--- config.mk ---
export PLATFORM = sky130hd
export DESIGN_NAME = round_robin_delay_scheduler_unit
export DESIGN_NICKNAME = d
export VERILOG_FILES = /design/src/rtl/rrds_pkg.sv /design/src/rtl/rrds_ctrl.sv /design/src/rtl/rrds_datapath.sv /design/src/rtl/round_robin_delay_scheduler_unit.sv
export SDC_FILE = /design/constraint.sdc
export NUM_CORES = 1
export LEC_CHECK = 0
export ABC_AREA = 1
export BUFFER_PORTS_ARGS = -buffer_cell sky130_fd_sc_hd__buf_2
export CAP_MARGIN = 0
export CORE_MARGIN = 2
export CORE_UTILIZATION = 57
export DETAILED_ROUTE_END_ITERATION = 8
export PLACE_DENSITY = 0.82
export SYNTH_ARGS = -nofsm -noshare
export SYNTH_HDL_FRONTEND = slang
export SYNTH_SLANG_ARGS = --single-unit
--- constraint.sdc ---
create_clock -name clk -period 2.3 [get_ports clk]
set_input_delay 0.46 -clock clk [delete_from_list [all_inputs] [get_ports clk]]
set_output_delay 0.46 -clock clk [all_outputs]
set_load 0.05 [all_outputs]
--- src/rtl/rrds_pkg.sv ---
package rrds_pkg;

	localparam int TASK_SLOTS_DEF = 8;

	localparam logic [1:0] CMD_TICK   = 2'd0;
	localparam logic [1:0] CMD_DELAY  = 2'd1;
	localparam logic [1:0] CMD_SWITCH = 2'd2;

	typedef enum logic [1:0] {
		ST_IDLE,
		ST_WAKE,
		ST_SEARCH,
		ST_DONE
	} state_t;

	typedef struct packed {
		logic start_tick;
		logic start_delay;
		logic start_switch;
		logic start_other;
		logic wake_step;
		logic search_step;
	} ctrl_t;

	typedef struct packed {
		logic wake_last;
		logic found;
		logic search_last;
	} status_t;

endpackage

--- src/rtl/rrds_ctrl.sv ---
module rrds_ctrl (
	input  logic             clk,
	input  logic             arst_n,
	input  logic             start,
	input  logic [1:0]       cmd,
	input  rrds_pkg::status_t stat,
	output rrds_pkg::ctrl_t  ctrl,
	output logic             busy,
	output logic             done
);

	rrds_pkg::state_t state_q;
	rrds_pkg::state_t state_d;
	logic             accept;

	always_ff @(posedge clk or negedge arst_n) begin
		if (!arst_n) begin
			state_q <= rrds_pkg::ST_IDLE;
		end else begin
			state_q <= state_d;
		end
	end

	assign busy   = (state_q == rrds_pkg::ST_WAKE) || (state_q == rrds_pkg::ST_SEARCH);
	assign done   = (state_q == rrds_pkg::ST_DONE);
	assign accept = start && !busy;

	always_comb begin
		state_d = state_q;
		ctrl    = '0;
		case (state_q)
			rrds_pkg::ST_IDLE, rrds_pkg::ST_DONE: begin
				if (accept) begin
					case (cmd)
						rrds_pkg::CMD_TICK: begin
							ctrl.start_tick = 1'b1;
							state_d         = rrds_pkg::ST_WAKE;
						end
						rrds_pkg::CMD_DELAY: begin
							ctrl.start_delay = 1'b1;
							state_d          = rrds_pkg::ST_DONE;
						end
						rrds_pkg::CMD_SWITCH: begin
							ctrl.start_switch = 1'b1;
							state_d           = rrds_pkg::ST_SEARCH;
						end
						default: begin
							ctrl.start_other = 1'b1;
							state_d          = rrds_pkg::ST_DONE;
						end
					endcase
				end else begin
					state_d = rrds_pkg::ST_IDLE;
				end
			end
			rrds_pkg::ST_WAKE: begin
				ctrl.wake_step = 1'b1;
				if (stat.wake_last) begin
					state_d = rrds_pkg::ST_DONE;
				end
			end
			rrds_pkg::ST_SEARCH: begin
				ctrl.search_step = 1'b1;
				if (stat.found || stat.search_last) begin
					state_d = rrds_pkg::ST_DONE;
				end
			end
			default: begin
				state_d = rrds_pkg::ST_IDLE;
			end
		endcase
	end

endmodule

--- src/rtl/rrds_datapath.sv ---
module rrds_datapath #(
	parameter int TASK_SLOTS = rrds_pkg::TASK_SLOTS_DEF
) (
	input  logic              clk,
	input  logic              arst_n,
	input  rrds_pkg::ctrl_t   ctrl,
	input  logic [31:0]       delay_ticks,
	output rrds_pkg::status_t stat,
	output logic              switch_request,
	output logic [2:0]        running_task,
	output logic [7:0]        ready_mask
);

	localparam int SW = $clog2(TASK_SLOTS);
	localparam int RW = (TASK_SLOTS > 8) ? TASK_SLOTS : 8;
	localparam int CW = (SW > 3) ? SW : 3;
	localparam logic [SW-1:0] LAST_IDX  = SW'(TASK_SLOTS - 1);
	localparam logic [SW-1:0] LAST_SRCH = SW'(TASK_SLOTS - 2);
	localparam logic [SW:0]   SLOTS_W   = (SW+1)'(TASK_SLOTS);

	logic [31:0]           tick_q;
	logic [31:0]           wake_q [TASK_SLOTS];
	logic [TASK_SLOTS-1:0] ready_q;
	logic [SW-1:0]         cur_q;
	logic [SW-1:0]         idx_q;
	logic [SW-1:0]         probe_q;
	logic                  req_q;

	logic [SW:0]   probe_inc;
	logic [SW-1:0] probe_nxt;
	logic [RW-1:0] ready_pad;
	logic [CW-1:0] cur_pad;

	always_comb begin
		probe_inc = {1'b0, probe_q} + (SW+1)'(1);
		if (probe_inc >= SLOTS_W) begin
			probe_nxt = SW'(1);
		end else begin
			probe_nxt = probe_inc[SW-1:0];
		end
	end

	assign stat.wake_last   = (idx_q == LAST_IDX);
	assign stat.found       = ready_q[probe_nxt];
	assign stat.search_last = (idx_q == LAST_SRCH);

	always_ff @(posedge clk or negedge arst_n) begin
		if (!arst_n) begin
			tick_q  <= '0;
			ready_q <= '1;
			cur_q   <= SW'(1);
			idx_q   <= '0;
			probe_q <= '0;
			req_q   <= 1'b0;
			for (int i = 0; i < TASK_SLOTS; i++) begin
				wake_q[i] <= '0;
			end
		end else begin
			if (ctrl.start_tick) begin
				tick_q <= tick_q + 32'd1;
				idx_q  <= '0;
				req_q  <= 1'b1;
			end
			if (ctrl.start_delay) begin
				if (cur_q != '0) begin
					wake_q[cur_q]  <= tick_q + delay_ticks;
					ready_q[cur_q] <= 1'b0;
					req_q          <= 1'b1;
				end else begin
					req_q <= 1'b0;
				end
			end
			if (ctrl.start_switch) begin
				probe_q <= cur_q;
				idx_q   <= '0;
				req_q   <= 1'b0;
			end
			if (ctrl.start_other) begin
				req_q <= 1'b0;
			end
			if (ctrl.wake_step) begin
				if (wake_q[idx_q] <= tick_q) begin
					ready_q[idx_q] <= 1'b1;
				end
				idx_q <= idx_q + SW'(1);
			end
			if (ctrl.search_step) begin
				if (stat.found) begin
					cur_q <= probe_nxt;
				end else if (stat.search_last) begin
					cur_q <= '0;
				end
				probe_q <= probe_nxt;
				idx_q   <= idx_q + SW'(1);
			end
		end
	end

	assign ready_pad      = RW'(ready_q);
	assign cur_pad        = CW'(cur_q);
	assign ready_mask     = ready_pad[7:0];
	assign running_task   = cur_pad[2:0];
	assign switch_request = req_q;

endmodule

--- src/rtl/round_robin_delay_scheduler_unit.sv ---
// channel  | signals                                  | handshake
// ---------+------------------------------------------+------------------------------
// event    | cmd[1:0], delay_ticks[31:0]              | taken when start && !busy
// result   | switch_request, running_task[2:0],       | one cycle, marked by done
//          | ready_mask[7:0]                          |
//
// delay, unused cmd: done in the cycle right after the transaction is taken
// tick: done after TASK_SLOTS wake cycles, one wake compare per slot per cycle
// switch: done after at most TASK_SLOTS-1 probe cycles, one round-robin probe per cycle
// a new transaction may be taken in the cycle its predecessor's result shows
// arst_n resets all slots ready, wake times and tick count zero, slot 1 running
// results cannot be stalled, done is a single-cycle strobe
module round_robin_delay_scheduler_unit #(
	parameter int TASK_SLOTS = rrds_pkg::TASK_SLOTS_DEF
) (
	input  logic        clk,
	input  logic        arst_n,
	input  logic        start,
	output logic        busy,
	input  logic [1:0]  cmd,
	input  logic [31:0] delay_ticks,
	output logic        done,
	output logic        switch_request,
	output logic [2:0]  running_task,
	output logic [7:0]  ready_mask
);

	rrds_pkg::ctrl_t   ctrl;
	rrds_pkg::status_t stat;

	rrds_ctrl u_ctrl (
		.clk    (clk),
		.arst_n (arst_n),
		.start  (start),
		.cmd    (cmd),
		.stat   (stat),
		.ctrl   (ctrl),
		.busy   (busy),
		.done   (done)
	);

	rrds_datapath #(
		.TASK_SLOTS (TASK_SLOTS)
	) u_datapath (
		.clk            (clk),
		.arst_n         (arst_n),
		.ctrl           (ctrl),
		.delay_ticks    (delay_ticks),
		.stat           (stat),
		.switch_request (switch_request),
		.running_task   (running_task),
		.ready_mask     (ready_mask)
	);

endmodule

==> impl_metrics.yaml <==
cells_and_area:
  nets: 2512
  fill_cells: 2240
  stdcell_area_mm2: 0.0207
  diodes: 0
  multiInputGateArea_mm2: 0.00857
  area_growth_pct: 20.9
  drive_above_1_share_pct: 17.9
  seqCellArea_mm2: 0.00772
placed_design:
  gp_congestion: 0.983
  hpwl_um: 36700
  placed_cell_area_mm2: 0.0189
  io_buffers: 50
yosys:
  synth.distinct_cells: 48
  synth-simple-area-share_pct: 29.3
  yosysTopAreaCell: "dfrtp_1"
  synth_top_family_by_area: "simple AND/OR/NAND/NOR gates"
  synth_area_leaders: "dfrtp_1 44%, nand2_1 16%, ha_1 5.2%, nor2_1 5.2%, o21ai_0 4.7%"
  synth_nets: 2361
  netlist.area_leader.share_pct: 43.7
  synth_xor_xnor_area_share_pct: 2.52
  synth_cells: 2252
  syn_area_per_cell_um2: 7.60
  netlist_area_mm2: 0.0171
  synthArstFlopShare_pct: 100
  synth_mux_area_share_pct: 0
  ys_ff_latch: 308
  ys_seq_area_share_pct: 45.1
  synthFlopType: "dfrtp_1"
  ys_warn_count: 0
  synth_edf_count: 0
  synth_compound_area_share_pct: 10.2
  synth_fa_ha_area_share_pct: 5.30
timing:
  relSlewSlack_pct: 60.3
  fin_worst_skew_ns: 0.0135
  clock.fmax_ghz: 0.349
  setup_slack_ns: -0.569
  finalSetupViolCount: 8
  setup_tns_ns: -4.40
  period_needed_ns: 2.87
  slew_viol_final: 0
  grt_setup_unrepaired: "true"
  max_slew.worst_pin.slew_ns: 0.595
  fin_crit_sh_pct: 125
  hold_viol_final: 0
pwr:
  power.density_mw_per_mm2: 1120
  leakage_uw: 0.0109
  ir_drop_mv: 0.917
drt:
  wirelength_um: 56100
  post_drt_wl_per_cell_um: 19.9
  drc_errors: 0
  num_vias: 16727
  ant_nets: 0
  via_per_inst: 5.94
  drt_iter0_markers: 1803
  dr.pass1.iters: 6
job:
  maxCapViolations: 0
floorplanning:
  die_y_um: 177
  fp.dieW_um: 177
  ioPinCount: 51
  dieArea_mm2: 0.0314
  start_util_pct: 57.8
  core_area_mm2: 0.0296
  rows: 63
setup_path:
  reg2reg_depth: 14
  startpoint_type: "register"
  r2r_start: "u_datapath.idx_q[0]$_DFFE_PN0P_"
  rrSetupSlack_ns: -0.57
  cp_slowest_cell: "dfrtp_4"
  critical_path.max_fanout: 10
  cp.depth: 14
  critical-path-top-delay-family: "simple AND/OR/NAND/NOR gates"
  critPathArrivalTime_ns: 3.38
  crit_buf_inv: 2
  startpoint: "u_datapath.idx_q[0]$_DFFE_PN0P_"
  critical_path_class: "reg -> reg"
  endpoint: "u_datapath.ready_mask[0]$_DFF_PN1_"
  slowest_delay_ns: 0.58
  critPathRequiredTime_ns: 2.81
  cp_common_cell: "nand2_2"
  critPathCaptureType: "register"
  rr_endpoint: "u_datapath.ready_mask[0]$_DFF_PN1_"
  crit_path_cell_trace: "clkinv_8, nor3_4, buf_4, a221oi_1, o311ai_1, ha_1, nand2_2, nor2_2, nand4_1, nor2_2, nand2_1, nand2_4, nand2_2, nand2_2"
global_routing:
  grt_first_pass_wirelength_um: 86700
  grt_pass1_vias: 16440
  grtUsageTotal_pct: 35.4
  grt_max_degree: 64
  antenna_found_initial: 0
  grt-ovfl-total: 0
clock_tree:
  cts_root_buf: "clkbuf_16"
  clkLatencyLatePin_ns: 0.56
  clock-sinks: 308
  numCtsBuffers: 30
  clock_path_buffers: 3
  htreeDepth: 1
  tritoncts: "done"
  clk_pin_slew_worst_paths_ns: 0.06
min_path:
  holdCritPathClass: "in -> reg"
  hold_path_startpoint: "start"
outcome:
  violations: "setup timing"
  outcome: "finished, violations left"
## layout make-up
cell class / count / share of cell area (%)
timing repair buffer: 230 / 9.84
clock buffer: 44 / 4.22
tap: 390 / 2.36
sequential: 308 / 37.3
inverter: 216 / 3.98
clock inverter: 11 / 0.870
multi-input combinational: 1617 / 41.4
## logic make-up after synthesis
| family | Yosys count |
|---|---|
| AND/OR/NAND/NOR | 1200 |
| adder cells (fa/ha/maj) | 72 |
| buffers and inverters | 327 |
| flip-flops | 308 |
| AO/OA/AOI/OAI | 300 |
| XOR/XNOR | 45 |
## state kept, by name, indices dropped and copies added (netlist names)
signal and flops:
u_datapath.probe_q 3, u_ctrl.state_q 2, u_datapath.wake_q 256, u_datapath.switch_request 1, u_datapath.running_task 3, u_datapath.idx_q 3
u_datapath.ready_mask 8, u_datapath.tick_q 32
## power breakdown
| group | switching (µW) | internal, µW | total, µW |
|---|---|---|---|
| registers | 1180 | 7110 | 8290 |
| logic | 5800 | 3690 | 9490 |
| clock network | 2130 | 3180 | 5310 |
## routing by layer
metal  wire length (µm)  GRT usage [%]
met1              21400           45.6
met2              25400           55.5
met3               5630           7.07
met4               3720           21.3
met5                  0              0
## placed cells by master, fill, tap and decap left out, drive strengths merged, types with 4 or more instances in the layout
cell type / instances
nand2: 719
dfrtp: 299
nor2: 247
buf: 227
inv: 214
o21ai: 184
nand3: 147
ha: 71
nor3: 58
a21oi: 49
clkbuf: 46
xor2: 30
a221oi: 28
o211ai: 18
xnor2: 15
nand4: 14
o311ai: 13
dfstp: 9
clkinv: 8
nand3b: 8
bufinv: 5
nor4: 4
## stage by stage
stage | hold slack [ns] | worst slack (ns) | utilization (%) | std cells | power (µW)
floorplan | 0.164 | 0.0127 | - | 2252 | 13100
global placement | 0.365 | -0.418 | 63.8 | 2745 | 15900
detailed placement | 0.368 | -0.569 | 63.8 | 2745 | 16300
CTS | 0.262 | -0.389 | 68.2 | 2810 | 22200
global route | 0.306 | -0.698 | 69.8 | 2816 | 24400
finish | 0.258 | -0.569 | 69.8 | 2816 | 23100
## worst register-to-register path: cells and delay by family (launching register included)
kind,cells,cell delay (ns)
flops,1,0.58
fa+ha+maj,1,0.36
buf+inv,2,0.32
simple gates,9,1.07
compound gates,2,0.51
## synth_stat cells, types with 2 or more instances
cell type,count
xnor2_2,5
xnor2_1,10
clkbuf_1,72
buf_4,2
nor4_1,4
inv_1,202
ha_1,71
nor2_8,2
nand2_1,710
o21bai_1,2
nor3_1,53
dfrtp_1,299
nand3b_2,2
nand4_1,13
o21ai_0,161
o21ai_1,18
nand3_1,145
nor2_4,6
nand2_2,8
o211ai_1,18
a21oi_1,49
dfstp_2,9
a221oi_1,28
buf_1,3
nor3_2,4
nor2_2,3
o21a_1,2
nor2_1,236
or2_2,2
inv_2,13
nand3b_1,6
buf_6,5
buf_2,29
o21ai_2,5
xor2_1,30
o311ai_0,13
## worst min-delay path by stage
stage | end | slack (ns) | cells after the start
6_report | u_datapath.switch_request$_DFFE_PN0P_ | 0.26 | 4
5_1_grt | u_datapath.switch_request$_DFFE_PN0P_ | 0.31 | 4
4_1_cts | u_datapath.switch_request$_DFFE_PN0P_ | 0.26 | 4
3_5_place_dp | u_datapath.wake_q[238]$_DFFE_PN0P_ | 0.37 | 0
3_3_place_gp | u_datapath.wake_q[237]$_DFFE_PN0P_ | 0.37 | 0
2_1_floorplan | u_ctrl.state_q[0]$_DFFE_PN0P_ | 0.16 | 0
## what timing repair did
action,in CTS,in global routing
setup endpoints to repair,17,120
hold buffers,1,0
buffers inserted,6,4
gates cloned,3,2
gates resized for setup,47,87
pin swaps,10,34
hold endpoints to repair,53,0
Power figures use the tool's default switching activity.
